### src/hdl/stbs_pkg.sv
`default_nettype none
// ----------------------------------------------------------------------------
// stbs_pkg
// shared types, constants and helpers for the sorted table binary search
// ----------------------------------------------------------------------------
package stbs_pkg;

    localparam int TABLE_DEPTH = 64;
    localparam int IDX_W       = $clog2(TABLE_DEPTH);
    localparam int LEN_W       = IDX_W + 1;
    localparam int KEY_W       = 32;

    // command codes
    localparam logic CMD_WRITE  = 1'b0;
    localparam logic CMD_SEARCH = 1'b1;

    typedef struct packed {
        logic                    cmd;
        logic [IDX_W-1:0]        entry_index;
        logic signed [KEY_W-1:0] entry_value;
        logic signed [KEY_W-1:0] search_key;
    } in_item_t;

    typedef struct packed {
        logic             found;
        logic [IDX_W-1:0] match_index;
    } out_item_t;

    typedef struct packed {
        logic                    we;
        logic [IDX_W-1:0]        waddr;
        logic signed [KEY_W-1:0] wdata;
        logic                    re;
        logic [IDX_W-1:0]        raddr;
    } ram_req_t;

    typedef enum logic [1:0] {
        ST_IDLE,
        ST_PROBE,
        ST_EMIT
    } search_state_t;

    // midpoint of [lo, hi), hi exclusive, only meaningful when lo < hi
    function automatic logic [IDX_W-1:0] mid_of(input logic [LEN_W-1:0] lo,
                                                input logic [LEN_W-1:0] hi);
        logic [LEN_W:0] sum;
        sum = {1'b0, lo} + {1'b0, hi} - (LEN_W+1)'(1);
        return sum[IDX_W:1];
    endfunction

endpackage
`default_nettype wire

### src/hdl/stbs_key_ram.sv
`default_nettype none
// ----------------------------------------------------------------------------
// stbs_key_ram
// key table, one write port and one registered read port
// ----------------------------------------------------------------------------
module stbs_key_ram (
    input  wire logic                             aclk,
    input  wire stbs_pkg::ram_req_t               ram_req,
    output logic signed [stbs_pkg::KEY_W-1:0]     ram_rdata
);
    import stbs_pkg::*;

    logic signed [KEY_W-1:0] mem [TABLE_DEPTH];
    logic signed [KEY_W-1:0] rdata_reg;

    always_ff @(posedge aclk) begin
        if (ram_req.we) begin
            mem[ram_req.waddr] <= ram_req.wdata;
        end
        if (ram_req.re) begin
            rdata_reg <= mem[ram_req.raddr];
        end
    end

    assign ram_rdata = rdata_reg;

endmodule
`default_nettype wire

### src/hdl/stbs_search_fsm.sv
`default_nettype none
// ----------------------------------------------------------------------------
// stbs_search_fsm
// command decode and halving search over the key table
// ----------------------------------------------------------------------------
module stbs_search_fsm (
    input  wire logic                          aclk,
    input  wire logic                          aresetn,
    input  wire stbs_pkg::in_item_t            s_data,
    input  wire logic                          s_valid,
    output logic                               s_ready,
    input  wire logic [stbs_pkg::LEN_W-1:0]    table_length,
    output stbs_pkg::ram_req_t                 ram_req,
    input  wire logic signed [stbs_pkg::KEY_W-1:0] ram_rdata,
    input  wire logic                          slot_free,
    output logic                               res_load,
    output stbs_pkg::out_item_t                res
);
    import stbs_pkg::*;

    search_state_t           state_reg, state_next;
    logic signed [KEY_W-1:0] key_reg, key_next;
    logic [LEN_W-1:0]        left_reg, left_next;
    logic [LEN_W-1:0]        hi_reg, hi_next;
    logic [IDX_W-1:0]        mid_reg, mid_next;
    logic                    found_reg, found_next;
    logic [IDX_W-1:0]        idx_reg, idx_next;

    logic [LEN_W-1:0] len_sat;
    logic             take_search;
    logic             take_write;
    logic             hit;
    logic             below;
    logic [LEN_W-1:0] step_left;
    logic [LEN_W-1:0] step_hi;
    logic             step_more;

    // clamp length to the table depth
    assign len_sat = (table_length > LEN_W'(TABLE_DEPTH)) ? LEN_W'(TABLE_DEPTH)
                                                          : table_length;

    assign take_search = (state_reg == ST_IDLE) && s_valid && (s_data.cmd == CMD_SEARCH);
    assign take_write  = (state_reg == ST_IDLE) && s_valid && (s_data.cmd == CMD_WRITE);

    // probe compare against the entry read last cycle
    assign hit       = (ram_rdata == key_reg);
    assign below     = (ram_rdata < key_reg);
    assign step_left = below ? (LEN_W'(mid_reg) + LEN_W'(1)) : left_reg;
    assign step_hi   = below ? hi_reg : LEN_W'(mid_reg);
    assign step_more = !hit && (step_left < step_hi);

    // next state
    always_comb begin
        state_next = state_reg;
        case (state_reg)
            ST_IDLE: begin
                if (take_search) begin
                    state_next = (len_sat == '0) ? ST_EMIT : ST_PROBE;
                end
            end
            ST_PROBE: begin
                if (!step_more) begin
                    state_next = ST_EMIT;
                end
            end
            ST_EMIT: begin
                if (slot_free) begin
                    state_next = ST_IDLE;
                end
            end
            default: state_next = ST_IDLE;
        endcase
    end

    // outputs
    always_comb begin
        s_ready       = 1'b0;
        res_load      = 1'b0;
        ram_req.we    = take_write;
        ram_req.waddr = s_data.entry_index;
        ram_req.wdata = s_data.entry_value;
        ram_req.re    = 1'b0;
        ram_req.raddr = mid_of(left_reg, hi_reg);
        case (state_reg)
            ST_IDLE: begin
                s_ready       = 1'b1;
                ram_req.re    = take_search && (len_sat != '0);
                ram_req.raddr = mid_of('0, len_sat);
            end
            ST_PROBE: begin
                ram_req.re    = step_more;
                ram_req.raddr = mid_of(step_left, step_hi);
            end
            ST_EMIT: begin
                res_load = slot_free;
            end
            default: begin
                s_ready = 1'b0;
            end
        endcase
    end

    // datapath
    always_comb begin
        key_next   = key_reg;
        left_next  = left_reg;
        hi_next    = hi_reg;
        mid_next   = mid_reg;
        found_next = found_reg;
        idx_next   = idx_reg;
        if (take_search) begin
            key_next   = s_data.search_key;
            left_next  = '0;
            hi_next    = len_sat;
            mid_next   = mid_of('0, len_sat);
            found_next = 1'b0;
            idx_next   = '0;
        end else if (state_reg == ST_PROBE) begin
            left_next = step_left;
            hi_next   = step_hi;
            mid_next  = mid_of(step_left, step_hi);
            if (hit) begin
                found_next = 1'b1;
                idx_next   = mid_reg;
            end
        end
    end

    always_ff @(posedge aclk) begin
        if (!aresetn) begin
            state_reg <= ST_IDLE;
        end else begin
            state_reg <= state_next;
        end
    end

    always_ff @(posedge aclk) begin
        key_reg   <= key_next;
        left_reg  <= left_next;
        hi_reg    <= hi_next;
        mid_reg   <= mid_next;
        found_reg <= found_next;
        idx_reg   <= idx_next;
    end

    assign res.found       = found_reg;
    assign res.match_index = idx_reg;

endmodule
`default_nettype wire

### src/hdl/sorted_table_binary_search.sv
`default_nettype none
// ----------------------------------------------------------------------------
// sorted_table_binary_search
// table of signed 32-bit keys, loaded by write items, searched by halving
// ----------------------------------------------------------------------------
// The table holds 64 signed keys in one synchronous memory. A write transfer
// (cmd = write) stores entry_value at entry_index and gives no result. A
// search transfer (cmd = search) looks up search_key over the first
// table_length entries (clamped to 64), which software keeps in ascending
// order, and gives one result: found with the index, or found = 0 and index 0.
// Steps: a search makes k probes, at most 7 for a full table and none for an
// empty one. It accepts the item and issues the first read; each probe
// compares the data of the registered memory read port and issues the next
// read; then the result moves into the output register once that register
// is free. The block takes no new item during a search. The output register
// lets a write or a new search be accepted while a result still waits on
// m_ready. table_length is written through the cfg port; the user must write
// it only while the block is idle, the block itself does not enforce this.
// ----------------------------------------------------------------------------
module sorted_table_binary_search (
    input  wire logic                         aclk,
    input  wire logic                         aresetn,
    // input items
    input  wire logic                         s_valid,
    output logic                              s_ready,
    input  wire stbs_pkg::in_item_t           s_data,
    // results
    output logic                              m_valid,
    input  wire logic                         m_ready,
    output stbs_pkg::out_item_t               m_data,
    // table_length register
    input  wire logic                         cfg_valid,
    output logic                              cfg_ready,
    input  wire logic [stbs_pkg::LEN_W-1:0]   cfg_data
);
    import stbs_pkg::*;

    // configuration register
    logic [LEN_W-1:0] table_length_reg, table_length_next;

    // memory request from the sequencer, data back from the registered read port in the cycle after
    ram_req_t                ram_req;
    logic signed [KEY_W-1:0] ram_rdata;

    // result handoff into the output register
    logic      slot_free;
    logic      res_load;
    out_item_t res;

    // output register
    logic      m_valid_reg, m_valid_next;
    out_item_t m_data_reg, m_data_next;

    // cfg_ready is tied high, so the register write is always accepted
    assign cfg_ready = 1'b1;

    always_comb begin
        table_length_next = table_length_reg;
        if (cfg_valid && cfg_ready) begin
            table_length_next = cfg_data;
        end
    end

    always_ff @(posedge aclk) begin
        if (!aresetn) begin
            table_length_reg <= '0;
        end else begin
            table_length_reg <= table_length_next;
        end
    end

    stbs_key_ram u_key_ram (
        .aclk      (aclk),
        .ram_req   (ram_req),
        .ram_rdata (ram_rdata)
    );

    stbs_search_fsm u_search_fsm (
        .aclk         (aclk),
        .aresetn      (aresetn),
        .s_data       (s_data),
        .s_valid      (s_valid),
        .s_ready      (s_ready),
        .table_length (table_length_reg),
        .ram_req      (ram_req),
        .ram_rdata    (ram_rdata),
        .slot_free    (slot_free),
        .res_load     (res_load),
        .res          (res)
    );

    // output slot is free when empty or being drained this cycle
    assign slot_free = !m_valid_reg || m_ready;

    always_comb begin
        m_valid_next = m_valid_reg;
        m_data_next  = m_data_reg;
        if (res_load) begin
            m_valid_next = 1'b1;
            m_data_next  = res;
        end else if (m_ready) begin
            m_valid_next = 1'b0;
        end
    end

    always_ff @(posedge aclk) begin
        if (!aresetn) begin
            m_valid_reg <= 1'b0;
        end else begin
            m_valid_reg <= m_valid_next;
        end
    end

    always_ff @(posedge aclk) begin
        m_data_reg <= m_data_next;
    end

    assign m_valid = m_valid_reg;
    assign m_data  = m_data_reg;

`ifndef SYNTHESIS
    // the memory never sees a write and a probe read in the same cycle
    a_no_rw_overlap: assert property (@(posedge aclk) disable iff (!aresetn)
        !(ram_req.we && ram_req.re))
        else $error("key table written and read in the same cycle");

    // a probe read means a search is under way, so no item is taken next cycle
    a_busy_after_read: assert property (@(posedge aclk) disable iff (!aresetn)
        ram_req.re |=> !s_ready)
        else $error("item accepted while a probe is outstanding");

    // a miss always reports index zero
    a_miss_index_zero: assert property (@(posedge aclk) disable iff (!aresetn)
        (m_valid && !m_data.found) |-> (m_data.match_index == '0))
        else $error("miss result with nonzero index");

    // a loaded result is presented on the next cycle
    a_result_shown: assert property (@(posedge aclk) disable iff (!aresetn)
        res_load |=> (m_valid && (m_data == $past(res))))
        else $error("result not moved into the output register");
`endif

endmodule
`default_nettype wire

### config.mk
export PLATFORM = sky130hd
export DESIGN_NAME = sorted_table_binary_search
export DESIGN_NICKNAME = d
export VERILOG_FILES = /design/src/hdl/stbs_pkg.sv /design/src/hdl/stbs_key_ram.sv /design/src/hdl/stbs_search_fsm.sv /design/src/hdl/sorted_table_binary_search.sv
export SDC_FILE = /design/constraint.sdc
export NUM_CORES = 2
export LEC_CHECK = 0
export BUFFER_PORTS_ARGS = -buffer_cell sky130_fd_sc_hd__buf_2
export CORE_ASPECT_RATIO = 1.1
export CORE_MARGIN = 4
export CORE_UTILIZATION = 41
export DETAILED_ROUTE_END_ITERATION = 10
export GPL_ROUTABILITY_DRIVEN = 0
export HOLD_SLACK_MARGIN = 0.06
export SLEW_MARGIN = 15
export SYNTH_ARGS = -nofsm -noshare
export SYNTH_HDL_FRONTEND = slang
export SYNTH_SLANG_ARGS = --single-unit
### constraint.sdc
create_clock -name aclk -period 8.3 [get_ports aclk]
set_input_delay 0.83 -clock aclk [delete_from_list [all_inputs] [get_ports aclk]]
set_output_delay 0.83 -clock aclk [all_outputs]
set_load 0.005 [all_outputs]
==> impl_metrics.yaml <==
outcome:
  outcome: "finished, final reports clean"
worst_setup_path:
  path_class: "reg2reg"
  cp_common_cell: "ha_1"
  worstPathMaxFanout: 26
  regToRegStartpoint: "u_key_ram.ram_rdata[9]"
  cp.arrival_ns: 8.26
  crit_family: "compound AO/OA/AOI/OAI gates"
  crit_path_max_incr_delay_ns: 0.87
  r2r_slack_ns: 0.54
  reg2reg_to: "u_key_ram.ram_rdata[30]"
  reg2reg_depth: 19
  endpoint_kind: "flip-flop"
  crit_buf_inv: 2
  worstPathRequired_ns: 8.80
  cp-start-kind: "flip-flop"
  critical_path.slowest_cell: "nor4_1"
  crit_path_cell_trace: "ha_1, a21o_1, a21o_1, a21oi_1, o22ai_1, o41a_1, o41ai_4, mux2i_1, ha_1, ha_1, inv_1, fa_1, mux2i_1, mux2i_2, and2_4, buf_4, a22o_1, nor3_1, nor4_1"
synth:
  yosysTopAreaCellShare_pct: 76.27
  synth-seq-cells: 2156
  syn-num-nets: 4001
  synthCells: 3857
  yosysTopAreaCell: "edfxtp_1"
  ys_seq_area_share_pct: 76.85
  avgSynthCellArea_um2: 21.76
  ys_async_sr_fraction_pct: 0
  ys.flop_type: "edfxtp_1"
  synth_area_um2: 83940
  ys_types: 69
  yosys-top-cells-area: "edfxtp_1 (76%), mux4_2 (14%), mux2i_1 (1.9%)"
  ys_warn_count: 0
  synth_edf_count: 2132
power:
  p_leak_nw: 30.56
  vdd_drop_max_mv: 0.4177
  p_total_mw: 35.75
  p_per_area_nw_per_um2: 372.0
sta:
  fmax_mhz: 128.8
  min_period_over_period_pct: 93.54
  whs_ns: 0.1616
  fin_skew_ns: 0.03221
  hold_viol: 0
  rsz0062_at_grt: "false"
  setup_viol: 0
  maxSlewViolCount: 0
  slew_headroom_pct: 12.96
  finalSetupTns_ns: 0
  post-route-min-period_ns: 7.764
  tightest_slew_ns: 1.296
clock_network:
  clk_pin_slew_ns: 0.06
  post_cts_buffers: 0
  root_buffer: "clkbuf_16"
  clock_path_buffers: 3
  cts_sinks: 2156
  cts_tree: "yes"
  clkLatencyLatePin_ns: 0.84
  cts_htree_levels: 4
  cts_buffers: 207
job:
  cap_viol_max_count: 0
route:
  routedWlPerCell_um: 30.38
  dr.pass1.iters: 6
  antenna_left: 0
  wl_um: 214500
  viasPerCell: 5.785
  drc: 0
  first_iter_violations: 4758
  num_vias: 40850
finish:
  final_cell_mix: "edfxtp_1 (2132), mux4_2 (512), clkbuf_16 (213)"
  area_growth_pct: 14.50
  final_nets: 4310
  n_fill_cell: 16560
  final_common_cell: "edfxtp_1"
  final_layout_size_suffix_gt1_share_pct: 27.90
  largest_reg_flops: 2048
hold_path:
  holdPathEnd: "u_search_fsm.key_reg[19]"
  hp-start: "s_data[19]"
  hold_depth: 1
  hp-class: "in2reg"
grt:
  antenna_found_initial: 16
  grt_pass1_vias: 40840
  grt_max_degree: 85
  grt_overflow: 0
  track_usage_pct: 20.10
  grt_first_pass_wirelength_um: 304500
die:
  die_area_um2: 212000
  fp.coreArea_um2: 202800
  chipWidth_um: 439.4
  die_h_um: 482.5
  ios: 93
  start_util_pct: 41.38
  rows: 173
placed_design:
  portBuffers: 91
  dpl.hpwl_um: 120200
## power by group
| group | internal, mW | leakage (nW) | switching (mW) | total [mW] |
|---|---|---|---|---|
| Clock | 5.32 | 3.28 | 4.03 | 9.35 |
| Sequential | 12.3 | 19.4 | 0.148 | 12.5 |
| Combinational | 5.79 | 7.89 | 8.11 | 13.9 |
| Total | 23.5 | 30.6 | 12.3 | 35.7 |
## routing by layer
metal	GRT usage [%]	share of wire (%)	vias to the layer above
li1	-	-	16860
met1	29.23	42	22060
met2	30.94	47	1659
met3	3.258	7.4	274
met4	7.231	3.5	2
met5	0	0.0061	-
## logic make-up after synthesis
family	Yosys count	synth area share, %
adders and majority gates	62	0.9391
muxes	677	15.71
other	1	0.004468
AOI/OAI and AO/OA	224	2.126
and+or+nand+nor	446	2.641
xor gates and xnor gates	16	0.1669
buffers and inverters	275	1.565
DFF	2156	76.85
## cells in the mapped netlist (all sizes together), types with 3 or more instances
cell,count
dfxtp,24
nor4,4
ha,59
a211oi,3
edfxtp,2132
a31oi,3
nor2b,11
mux2,3
o21ai,17
or3,4
nand3b,3
and2,3
a21oi,29
buf,155
clkbuf,51
mux2i,162
mux4,512
nand3,133
and3,3
xor2,6
xnor2,10
nand2,33
a21o,15
o211ai,3
nand4,39
nor3,103
nand2b,5
nor2,96
a22o,132
inv,68
o21a,4
## worst reg2reg max path, delay by kind of cell, from the launching register on
| kind | cells | cell delay [ns] |
|---|---|---|
| AOI/OAI and AO/OA | 7 | 2.08 |
| and+or+nand+nor | 3 | 1.72 |
| adders and majority gates | 4 | 1.52 |
| muxes | 3 | 1.25 |
| buffers and inverters | 2 | 0.47 |
| DFF | 1 | 0.38 |
## layout make-up
class | instances | area, um2 | area share [%]
diodes | 8 | 20.02 | 0.02083
clock buffers | 263 | 5578 | 5.804
clock inverters | 121 | 1149 | 1.195
inverters | 69 | 259.0 | 0.2695
multi-input cells | 1427 | 18740 | 19.49
flip-flops and latches | 2156 | 64500 | 67.12
well taps | 2712 | 3393 | 3.531
repair buffers | 305 | 2469 | 2.569
## stage by stage
| step | util (%) | setup WS, ns | cell area (um2) | instances |
|---|---|---|---|---|
| after floorplan | - | 2.913 | 83940 | 3857 |
| after global placement | 44.04 | 0.1132 | 89330 | 6667 |
| after detailed placement | 44.05 | 0.1525 | 89340 | 6668 |
| after CTS | 47.37 | 0.05933 | 96070 | 7052 |
| after global routing | 47.38 | 0.2029 | 96100 | 7058 |
| final | 47.38 | 0.5362 | 96100 | 7061 |
## how the worst max path moves through the flow
stage                              end                     from  depth (start not counted)  slack [ns]
6_report       u_key_ram.ram_rdata[30]   u_key_ram.ram_rdata[9]                         19        0.54
5_1_grt        u_key_ram.ram_rdata[30]  u_search_fsm.key_reg[9]                         20        0.20
4_1_cts        u_key_ram.ram_rdata[30]   u_key_ram.ram_rdata[9]                         19        0.06
3_5_place_dp   u_key_ram.ram_rdata[30]   u_key_ram.ram_rdata[9]                         19        0.15
3_3_place_gp   u_key_ram.ram_rdata[30]   u_key_ram.ram_rdata[9]                         19        0.11
2_1_floorplan   u_key_ram.ram_rdata[0]   u_key_ram.ram_rdata[9]                         22        2.91
## what timing repair did
item / in CTS / in global routing
setup endpoints to repair: 0 / 1
gates resized for setup: 0 / 1
hold buffers: 0 / 0
(Power assumes the default switching activity.)
